**src/sv/rle4d_pkg.sv**
```systemverilog
`timescale 1ns / 1ps
// ----------------------------------------------------------------------------
// rle4d_pkg
// Shared types and constants for the 4-bit RLE bitmap decoder.
// ----------------------------------------------------------------------------
package rle4d_pkg;

	localparam int MAX_WIDTH  = 1024;
	localparam int MAX_HEIGHT = 4096;

	// position registers must hold the saturation value itself
	localparam int COL_W = $clog2(MAX_WIDTH + 1);
	localparam int ROW_W = $clog2(MAX_HEIGHT + 1);

	localparam int IMG_W_W   = 11;
	localparam int IMG_H_W   = 13;
	localparam int CFG_W     = 13;
	localparam int CFG_IDX_W = 2;

	localparam logic [CFG_IDX_W-1:0] REG_IMAGE_WIDTH  = 2'd0;
	localparam logic [CFG_IDX_W-1:0] REG_IMAGE_HEIGHT = 2'd1;

	localparam logic [IMG_W_W-1:0] WIDTH_RESET  = 11'd320;
	localparam logic [IMG_H_W-1:0] HEIGHT_RESET = 13'd240;

	localparam logic [7:0] HI_MASK = 8'hF0;
	localparam logic [7:0] LO_MASK = 8'h0F;

	localparam logic [7:0] ESC_EOL   = 8'd0;
	localparam logic [7:0] ESC_EOI   = 8'd1;
	localparam logic [7:0] ESC_DELTA = 8'd2;

	localparam logic [11:0] ROW_OUT_MAX = 12'd4095;
	localparam logic [9:0]  COL_OUT_MAX = 10'd1023;

	localparam int FIFO_DEPTH = 4;
	localparam int FIFO_PTR_W = $clog2(FIFO_DEPTH);

	typedef enum logic [2:0] {
		PH_COUNT,
		PH_VALUE,
		PH_ESCAPE,
		PH_DELTA_X,
		PH_DELTA_Y,
		PH_ABS_DATA,
		PH_ABS_PAD
	} phase_t;

	typedef enum logic [2:0] {
		OP_NOP,
		OP_RUN,
		OP_EOL,
		OP_EOI,
		OP_DELTA
	} op_t;

	// RUN: arg_a = requested length, arg_b = pixel byte
	// DELTA: arg_a = dx, arg_b = dy
	typedef struct packed {
		op_t        op;
		logic       frame_rst;
		logic [7:0] arg_a;
		logic [7:0] arg_b;
	} cmd_t;

	typedef struct packed {
		logic empty;
		logic full;
	} fifo_stat_t;

	typedef struct packed {
		logic [11:0] row;
		logic [9:0]  column;
		logic [7:0]  run_length;
		logic [3:0]  first_index;
		logic [3:0]  second_index;
		logic        end_of_image;
		logic        overflow;
	} result_t;

endpackage

```
**src/sv/rle4d_front.sv**
```systemverilog
`timescale 1ns / 1ps
// ----------------------------------------------------------------------------
// rle4d_front
// Byte parser: tracks the RLE4 phase and turns each request into a command.
// ----------------------------------------------------------------------------
module rle4d_front (
	input  logic              clk,
	input  logic              arst_n,
	input  logic              in_valid,
	output logic              in_ready,
	input  logic [7:0]        data_byte,
	input  logic              frame_start,
	input  rle4d_pkg::fifo_stat_t fifo_stat,
	output logic              push,
	output rle4d_pkg::cmd_t   cmd
);
	import rle4d_pkg::*;

	phase_t     phase_q, phase_e, phase_d;
	logic [7:0] held_q, held_e, held_d;
	logic [7:0] dx_q, dx_e, dx_d;
	logic [7:0] abs_q, abs_e, abs_d;
	logic       pad_q, pad_e, pad_d;
	logic       done_q, done_e, done_d;
	logic [7:0] abs_len;
	logic [7:0] abs_rem;
	logic [8:0] cnt_plus1;

	assign in_ready = !fifo_stat.full;
	assign push     = in_valid && in_ready;

	// frame_start clears the parser before this byte is decoded
	always_comb begin
		phase_e = frame_start ? PH_COUNT : phase_q;
		held_e  = frame_start ? 8'd0 : held_q;
		dx_e    = frame_start ? 8'd0 : dx_q;
		abs_e   = frame_start ? 8'd0 : abs_q;
		pad_e   = frame_start ? 1'b0 : pad_q;
		done_e  = frame_start ? 1'b0 : done_q;
	end

	assign abs_len   = (abs_e < 8'd2) ? abs_e : 8'd2;
	assign abs_rem   = abs_e - abs_len;
	assign cnt_plus1 = {1'b0, data_byte} + 9'd1;

	// next state
	always_comb begin
		phase_d = phase_e;
		held_d  = held_e;
		dx_d    = dx_e;
		abs_d   = abs_e;
		pad_d   = pad_e;
		done_d  = done_e;
		if (!done_e) begin
			case (phase_e)
				PH_VALUE: begin
					phase_d = PH_COUNT;
				end
				PH_ESCAPE: begin
					if (data_byte == ESC_EOL) begin
						phase_d = PH_COUNT;
					end else if (data_byte == ESC_EOI) begin
						done_d  = 1'b1;
						phase_d = PH_COUNT;
					end else if (data_byte == ESC_DELTA) begin
						phase_d = PH_DELTA_X;
					end else begin
						abs_d   = data_byte;
						// pad when the data byte count is odd
						pad_d   = cnt_plus1[1];
						phase_d = PH_ABS_DATA;
					end
				end
				PH_DELTA_X: begin
					dx_d    = data_byte;
					phase_d = PH_DELTA_Y;
				end
				PH_DELTA_Y: begin
					phase_d = PH_COUNT;
				end
				PH_ABS_DATA: begin
					abs_d = abs_rem;
					if (abs_rem == 8'd0) begin
						phase_d = pad_e ? PH_ABS_PAD : PH_COUNT;
					end
				end
				PH_ABS_PAD: begin
					pad_d   = 1'b0;
					phase_d = PH_COUNT;
				end
				default: begin
					if (data_byte == 8'd0) begin
						phase_d = PH_ESCAPE;
					end else begin
						held_d  = data_byte;
						phase_d = PH_VALUE;
					end
				end
			endcase
		end
	end

	// command out
	always_comb begin
		cmd.op        = OP_NOP;
		cmd.frame_rst = frame_start;
		cmd.arg_a     = 8'd0;
		cmd.arg_b     = data_byte;
		if (!done_e) begin
			case (phase_e)
				PH_VALUE: begin
					cmd.op    = OP_RUN;
					cmd.arg_a = held_e;
				end
				PH_ESCAPE: begin
					if (data_byte == ESC_EOL) begin
						cmd.op = OP_EOL;
					end else if (data_byte == ESC_EOI) begin
						cmd.op = OP_EOI;
					end else begin
						cmd.op = OP_NOP;
					end
				end
				PH_DELTA_Y: begin
					cmd.op    = OP_DELTA;
					cmd.arg_a = dx_e;
				end
				PH_ABS_DATA: begin
					cmd.op    = OP_RUN;
					cmd.arg_a = abs_len;
				end
				default: begin
					cmd.op = OP_NOP;
				end
			endcase
		end
	end

	always_ff @(posedge clk or negedge arst_n) begin
		if (!arst_n) begin
			phase_q <= PH_COUNT;
			held_q  <= 8'd0;
			dx_q    <= 8'd0;
			abs_q   <= 8'd0;
			pad_q   <= 1'b0;
			done_q  <= 1'b0;
		end else if (push) begin
			phase_q <= phase_d;
			held_q  <= held_d;
			dx_q    <= dx_d;
			abs_q   <= abs_d;
			pad_q   <= pad_d;
			done_q  <= done_d;
		end
	end

endmodule

```
**src/sv/rle4d_cmd_fifo.sv**
```systemverilog
`timescale 1ns / 1ps
// ----------------------------------------------------------------------------
// rle4d_cmd_fifo
// Short command queue between the parser and the position unit.
// ----------------------------------------------------------------------------
module rle4d_cmd_fifo (
	input  logic                  clk,
	input  logic                  arst_n,
	input  logic                  push,
	input  rle4d_pkg::cmd_t       wr_cmd,
	input  logic                  pop,
	output rle4d_pkg::cmd_t       rd_cmd,
	output rle4d_pkg::fifo_stat_t stat
);
	import rle4d_pkg::*;

	cmd_t                  mem_q [FIFO_DEPTH];
	logic [FIFO_PTR_W-1:0] wr_ptr_q;
	logic [FIFO_PTR_W-1:0] rd_ptr_q;
	logic [FIFO_PTR_W:0]   count_q;

	assign stat.empty = (count_q == '0);
	assign stat.full  = (count_q == (FIFO_PTR_W+1)'(FIFO_DEPTH));
	assign rd_cmd     = mem_q[rd_ptr_q];

	always_ff @(posedge clk) begin
		if (push) begin
			mem_q[wr_ptr_q] <= wr_cmd;
		end
	end

	always_ff @(posedge clk or negedge arst_n) begin
		if (!arst_n) begin
			wr_ptr_q <= '0;
			rd_ptr_q <= '0;
			count_q  <= '0;
		end else begin
			if (push) begin
				wr_ptr_q <= wr_ptr_q + 1'b1;
			end
			if (pop) begin
				rd_ptr_q <= rd_ptr_q + 1'b1;
			end
			case ({push, pop})
				2'b10:   count_q <= count_q + 1'b1;
				2'b01:   count_q <= count_q - 1'b1;
				default: count_q <= count_q;
			endcase
		end
	end

endmodule

```
**src/sv/rle4d_back.sv**
```systemverilog
`timescale 1ns / 1ps
// ----------------------------------------------------------------------------
// rle4d_back
// Position unit: holds column, row and image size, executes commands and
// registers the run descriptors.
// ----------------------------------------------------------------------------
module rle4d_back (
	input  logic                          clk,
	input  logic                          arst_n,
	input  logic                          cfg_we,
	input  logic [rle4d_pkg::CFG_IDX_W-1:0] cfg_index,
	input  logic [rle4d_pkg::CFG_W-1:0]   cfg_data,
	input  rle4d_pkg::cmd_t               head,
	input  rle4d_pkg::fifo_stat_t         fifo_stat,
	output logic                          pop,
	output logic                          out_valid,
	input  logic                          out_ready,
	output rle4d_pkg::result_t            res
);
	import rle4d_pkg::*;

	logic [IMG_W_W-1:0] width_q;
	logic [IMG_H_W-1:0] height_q;
	logic [COL_W-1:0]   col_q, col_b, col_d;
	logic [ROW_W-1:0]   row_q, row_b, row_d;
	logic [COL_W-1:0]   eff_w;
	logic [ROW_W-1:0]   eff_h;
	logic [COL_W-1:0]   avail;
	logic [7:0]         run_len;
	logic               clipped;
	logic               row_out;
	logic [31:0]        col_sum;
	logic [31:0]        row_sum;
	logic               emits;
	logic               out_free;
	logic               out_valid_q;
	result_t            res_d;
	result_t            res_q;

	always_ff @(posedge clk or negedge arst_n) begin
		if (!arst_n) begin
			width_q  <= WIDTH_RESET;
			height_q <= HEIGHT_RESET;
		end else if (cfg_we) begin
			case (cfg_index)
				REG_IMAGE_WIDTH:  width_q  <= cfg_data[IMG_W_W-1:0];
				REG_IMAGE_HEIGHT: height_q <= cfg_data[IMG_H_W-1:0];
				default: ;
			endcase
		end
	end

	// zero acts as one, oversize clamps to the maximum
	always_comb begin
		if (width_q == '0) begin
			eff_w = COL_W'(1);
		end else if (32'(width_q) > 32'(MAX_WIDTH)) begin
			eff_w = COL_W'(MAX_WIDTH);
		end else begin
			eff_w = COL_W'(width_q);
		end
		if (height_q == '0) begin
			eff_h = ROW_W'(1);
		end else if (32'(height_q) > 32'(MAX_HEIGHT)) begin
			eff_h = ROW_W'(MAX_HEIGHT);
		end else begin
			eff_h = ROW_W'(height_q);
		end
	end

	assign col_b = head.frame_rst ? '0 : col_q;
	assign row_b = head.frame_rst ? '0 : row_q;

	assign avail   = (col_b < eff_w) ? (eff_w - col_b) : '0;
	assign clipped = 32'(head.arg_a) > 32'(avail);
	assign run_len = clipped ? 8'(avail) : head.arg_a;
	assign row_out = (row_b >= eff_h);
	assign col_sum = 32'(col_b) + 32'(head.arg_a);
	assign row_sum = 32'(row_b) + 32'(head.arg_b);

	assign emits    = (head.op == OP_RUN) || (head.op == OP_EOI);
	assign out_free = !out_valid_q || out_ready;
	assign pop      = !fifo_stat.empty && out_free;

	always_comb begin
		col_d = col_b;
		row_d = row_b;
		res_d.row          = (32'(row_b) > 32'(ROW_OUT_MAX)) ? ROW_OUT_MAX : 12'(row_b);
		res_d.column       = (32'(col_b) > 32'(COL_OUT_MAX)) ? COL_OUT_MAX : 10'(col_b);
		res_d.run_length   = 8'd0;
		res_d.first_index  = 4'd0;
		res_d.second_index = 4'd0;
		res_d.end_of_image = 1'b0;
		res_d.overflow     = 1'b0;
		case (head.op)
			OP_RUN: begin
				col_d              = col_b + COL_W'(run_len);
				res_d.run_length   = row_out ? 8'd0 : run_len;
				res_d.first_index  = 4'((head.arg_b & HI_MASK) >> 4);
				res_d.second_index = 4'(head.arg_b & LO_MASK);
				res_d.overflow     = clipped || row_out;
			end
			OP_EOL: begin
				col_d = '0;
				row_d = (row_b < ROW_W'(MAX_HEIGHT)) ? row_b + 1'b1 : row_b;
			end
			OP_EOI: begin
				res_d.end_of_image = 1'b1;
			end
			OP_DELTA: begin
				col_d = (col_sum > 32'(eff_w)) ? eff_w : COL_W'(col_sum);
				row_d = (row_sum > 32'(MAX_HEIGHT)) ? ROW_W'(MAX_HEIGHT) : ROW_W'(row_sum);
			end
			default: ;
		endcase
	end

	always_ff @(posedge clk or negedge arst_n) begin
		if (!arst_n) begin
			col_q       <= '0;
			row_q       <= '0;
			out_valid_q <= 1'b0;
		end else begin
			if (pop) begin
				col_q <= col_d;
				row_q <= row_d;
			end
			if (pop && emits) begin
				out_valid_q <= 1'b1;
			end else if (out_ready) begin
				out_valid_q <= 1'b0;
			end
		end
	end

	always_ff @(posedge clk) begin
		if (pop && emits) begin
			res_q <= res_d;
		end
	end

	assign out_valid = out_valid_q;
	assign res       = res_q;

endmodule

```
**src/sv/bmp_rle4_decoder.sv**
```systemverilog
`timescale 1ns / 1ps
// Each accepted byte's command is queued, then its result is registered at the output.
// Throughput: one compressed byte per cycle; the parser and the position unit
// each take one command per cycle, decoupled by a four-entry command queue.
// Output stalls back up through the queue to in_ready once it is full.
// Reset: parser, position and queue cleared; width 320, height 240.
// ----------------------------------------------------------------------------
// bmp_rle4_decoder
// 4-bit RLE bitmap stream decoder producing run descriptors.
// ----------------------------------------------------------------------------
module bmp_rle4_decoder (
	input  logic                            clk,
	input  logic                            arst_n,
	input  logic                            in_valid,
	output logic                            in_ready,
	input  logic [7:0]                      data_byte,
	input  logic                            frame_start,
	output logic                            out_valid,
	input  logic                            out_ready,
	output logic [11:0]                     row,
	output logic [9:0]                      column,
	output logic [7:0]                      run_length,
	output logic [3:0]                      first_index,
	output logic [3:0]                      second_index,
	output logic                            end_of_image,
	output logic                            overflow,
	input  logic                            cfg_we,
	input  logic [rle4d_pkg::CFG_IDX_W-1:0] cfg_index,
	input  logic [rle4d_pkg::CFG_W-1:0]     cfg_data
);
	import rle4d_pkg::*;

	cmd_t       push_cmd;
	cmd_t       head_cmd;
	logic       push;
	logic       pop;
	fifo_stat_t fifo_stat;
	result_t    res;

	rle4d_front u_front (
		.clk         (clk),
		.arst_n      (arst_n),
		.in_valid    (in_valid),
		.in_ready    (in_ready),
		.data_byte   (data_byte),
		.frame_start (frame_start),
		.fifo_stat   (fifo_stat),
		.push        (push),
		.cmd         (push_cmd)
	);

	rle4d_cmd_fifo u_fifo (
		.clk    (clk),
		.arst_n (arst_n),
		.push   (push),
		.wr_cmd (push_cmd),
		.pop    (pop),
		.rd_cmd (head_cmd),
		.stat   (fifo_stat)
	);

	rle4d_back u_back (
		.clk       (clk),
		.arst_n    (arst_n),
		.cfg_we    (cfg_we),
		.cfg_index (cfg_index),
		.cfg_data  (cfg_data),
		.head      (head_cmd),
		.fifo_stat (fifo_stat),
		.pop       (pop),
		.out_valid (out_valid),
		.out_ready (out_ready),
		.res       (res)
	);

	assign row          = res.row;
	assign column       = res.column;
	assign run_length   = res.run_length;
	assign first_index  = res.first_index;
	assign second_index = res.second_index;
	assign end_of_image = res.end_of_image;
	assign overflow     = res.overflow;

endmodule

```
**config.mk**
```make
export PLATFORM = sky130hd
export DESIGN_NAME = bmp_rle4_decoder
export DESIGN_NICKNAME = d
export VERILOG_FILES = /design/src/sv/rle4d_pkg.sv /design/src/sv/rle4d_front.sv /design/src/sv/rle4d_cmd_fifo.sv /design/src/sv/rle4d_back.sv /design/src/sv/bmp_rle4_decoder.sv
export SDC_FILE = /design/constraint.sdc
export NUM_CORES = 1
export LEC_CHECK = 0
export BUFFER_PORTS_ARGS = -buffer_cell sky130_fd_sc_hd__buf_2
export CAP_MARGIN = 20
export CORE_MARGIN = 4
export CORE_UTILIZATION = 30
export DETAILED_ROUTE_END_ITERATION = 8
export PLACE_DENSITY = 0.49
export SLEW_MARGIN = 20
export SYNTH_ARGS = -nofsm -noshare
export SYNTH_HDL_FRONTEND = slang
export SYNTH_SLANG_ARGS = --single-unit
```
**constraint.sdc**
```tcl
create_clock -name clk -period 8.93 [get_ports clk]
set_input_delay 0 -clock clk [delete_from_list [all_inputs] [get_ports clk]]
set_output_delay 0 -clock clk [all_outputs]
set_load 0.1 [all_outputs]
```
==> results by group <==
Synthesis
  • Yosys Warn Count: 0
  • Mapped Area: 12110 sq um
  • Synth Area in Compound Gates: 15.90%
  • Post-Synth Simple-Gate Area: 14.80%
  • Synthesized-area fraction occupied by adder cells: 8.554%
  • Post-synth EDFFs: 120
  • Xor and xnor area share after synthesis: 2.893%
  • Distinct cells, synth: 79
  • Synth Net Count: 1243
  • Yosys reg bits: 205
  • Top_reg_cell synth: edfxtp_1
  • Synth top area share: 29.75%
  • Largest family of logic cells by synthesized area: compound AO/OA/AOI/OAI gates
  • Mux share of post-synthesis cell area: 6.973%
  • Top cells by area, synth: edfxtp_1, dfrtp_1, ha_1, nand2_1, mux4_2
  • Synth Area per Inst: 10.67 sq um
  • Dominant cell type by area after synthesis: edfxtp_1
  • Ys async rst share: 41.46%
  • Sequential area share after synthesis: 47.38%
  • Synth Instances: 1135

Cells and area
  • Layout Nets: 1339
  • # fillers: 4027
  • Area of the multi-input gates: 5987 sq um
  • Register Area: 5738 sq um
  • Share of layout cells above drive strength 1: 15.44%
  • P&R area growth vs syn: 17.70%
  • Diodes inserted: 0

Die
  • Num rows: 73
  • Core ar.: 39820 sq um
  • Initial core utilization: 30.41%
  • Die width: 208.9 microns
  • Die area: 43650 sq um
  • Top Ports: 71
  • Die height: 208.9 microns

Worst setup path
  • Crit. End Element: flip-flop
  • Crit Path Class: flip-flop to flip-flop
  • Crit path DAT: 7.53 ns
  • Crit path max-delay family: compound AO/OA/AOI/OAI gates
  • Largest fanout on the critical path: 18
  • CP Launch Type: flip-flop
  • CP max-delay cell: o41ai_2
  • Worst Path Required: 9.37 ns
  • Slowest stage delay, CP: 0.50 ns
  • Buf/Inv on CP: 2
  • CP most frequent cell: o21ai_0
  • Internal reg-to-reg setup slack: 1.84 ns

Clock tree
  • CTS tree: yes
  • Clock root buffer: clkbuf_16
  • Clock Latency Late Sink: 0.55 ns
  • PostCTS Resize Cnt: 0
  • CTS clk-pin slew, worst paths: 0.06 ns
  • Cts bufs inserted: 25
  • Max clock buf depth: 3
  • Depth of the CTS H-tree: 1
  • Clock sink count: 205
  • CTS Hold Bufs: 30
  • Post-CTS Setup Bufs: 0

STA
  • Fmax: 0.1409 GHz
  • Max Clock Skew: 0.01966 ns
  • Slew Viols, Final: 0
  • Fin. Hold Viols: 0
  • Final min period: 7.095 ns
  • Setup violators final: 0
  • Slew @ Worst Pin: 1.096 ns
  • Fin crit share: 79.45%
  • Slew headroom: 26.66%
  • RSZ-0062 raised after global routing: false
  • Setup TNS: 0 ns

GRT
  • Gr ovfl total: 0
  • Largest net degree at the start of global routing: 55
  • First-pass GRT wire length: 54810 microns
  • Initial antenna violation count: 0
  • Gr usage total: 15.54%
  • Number of global-route vias before repair: 9284

Placed design
  • PortBufs: 70
  • Gp weighted congestion: 0.8917
  • DPL Wire Length: 25000 microns

Job
  • Max_cap viols: 0

Drt
  • Routed Wire Length: 34550 microns
  • DR pass1 iterations: 5
  • DR iter-0 viols: 983
  • Via-per-instance ratio: 5.292
  • DRC Markers: 0
  • Vias: 9393
  • Antenna-violating nets left: 0
  • DR WL/cell: 19.46 microns

Status
  • Run status: complete, no violations

Hold path
  • HP Class: input pin to flip-flop
Yosys cell counts, drive strengths merged (11+ instances only):
master  number
mux2        27
nor3        30
nand2      126
a21oi       55
nand4       14
inv         65
o21ai       58
a22o        21
a21o        22
nand2b      15
nor2b       17
clkbuf      35
mux4        20
ha          74
nand3       36
a22oi       11
and3        15
dfrtp       79
and2        20
xnor2       29
edfxtp     120
xor2        11
a31oi       12
nor2        57
logic make-up after synthesis:
| kind of cell | Yosys count |
|---|---|
| AOI/OAI and AO/OA | 277 |
| xor gates and xnor gates | 40 |
| adders and majority gates | 80 |
| buffers and inverters | 109 |
| DFF | 205 |
| muxes | 56 |
| and+or+nand+nor | 368 |
placed cells by master (no fill, tap or decap), types with 25 or more instances in the layout:
cell type	n
a21oi_1	54
buf_2	69
clkbuf_16	25
dfrtp_1	79
dlygate4sd3_1	29
edfxtp_1	120
ha_1	74
inv_1	65
mux2_2	27
nand2_1	126
nand3_1	36
nor2_1	56
nor3_1	30
o21ai_0	55
xnor2_1	29
layout make-up:
cell class / instances / area share, %
flip-flops and latches: 205 / 40.25
multi-input cells: 821 / 42.00
clock inverters: 17 / 1.404
clock buffers: 29 / 4.634
repair buffers: 113 / 5.389
well taps: 525 / 4.608
inverters: 65 / 1.712
through the flow:
step	util [%]	area, sq um	hold slack (ns)	worst slack, ns	std cells
finish	35.80	14250	0.08479	1.835	1775
global route	35.80	14250	0.09116	1.170	1775
floorplan	-	12110	-0.2956	1.354	1135
global placement	32.80	13060	0.009201	2.084	1698
CTS	35.74	14230	0.05537	1.907	1774
detailed placement	32.80	13060	0.002229	1.946	1698
sequential cells by signal (all words and copies together) (netlist names):
| signal | flops |
|---|---|
| u_back.out_valid | 1 |
| u_fifo.wr_ptr_q | 2 |
| u_back.height_q | 13 |
| u_fifo.count_q | 3 |
| u_front.phase_q | 3 |
| u_front.dx_q | 8 |
| u_back.row_q | 13 |
| u_front.pad_q | 1 |
| u_front.abs_q | 8 |
| u_fifo.mem_q | 80 |
| u_back.res | 40 |
| u_front.held_q | 8 |
| u_front.done_q | 1 |
| u_back.col_q | 11 |
| u_back.width_q | 11 |
| u_fifo.rd_ptr_q | 2 |
worst register-to-register path: cells and delay by family (launching register included):
kind,cells,cell delay [ns]
DFF,1,0.39
adders and majority gates,4,1.26
buffers and inverters,2,0.25
and+or+nand+nor,8,1.47
muxes,2,0.59
AOI/OAI and AO/OA,16,3.04
final timing paths:
path,start,to,cells past startpoint
setup / recovery,u_fifo.rd_ptr_q[1],u_back.col_q[10],32
hold / removal,in_valid,u_fifo.wr_ptr_q[0],3
setup reg to reg,u_fifo.rd_ptr_q[1],u_back.col_q[10],32
hold reg to reg,u_front.held_q[1],u_front.held_q[1],1
max in group asynchronous,arst_n,u_front.dx_q[6],4
min in group asynchronous,arst_n,u_front.abs_q[4],3
routing by layer:
| layer | wire length [microns] | global-route usage [%] |
|---|---|---|
| met4 | 586 | 2.768 |
| met2 | 16030 | 25.52 |
| met1 | 16160 | 22.09 |
| met3 | 1773 | 2.477 |
| met5 | 0 | 0 |
Power is not shown: default switching activity piles up to over one toggle a cycle in this logic, so the estimate is an artifact.
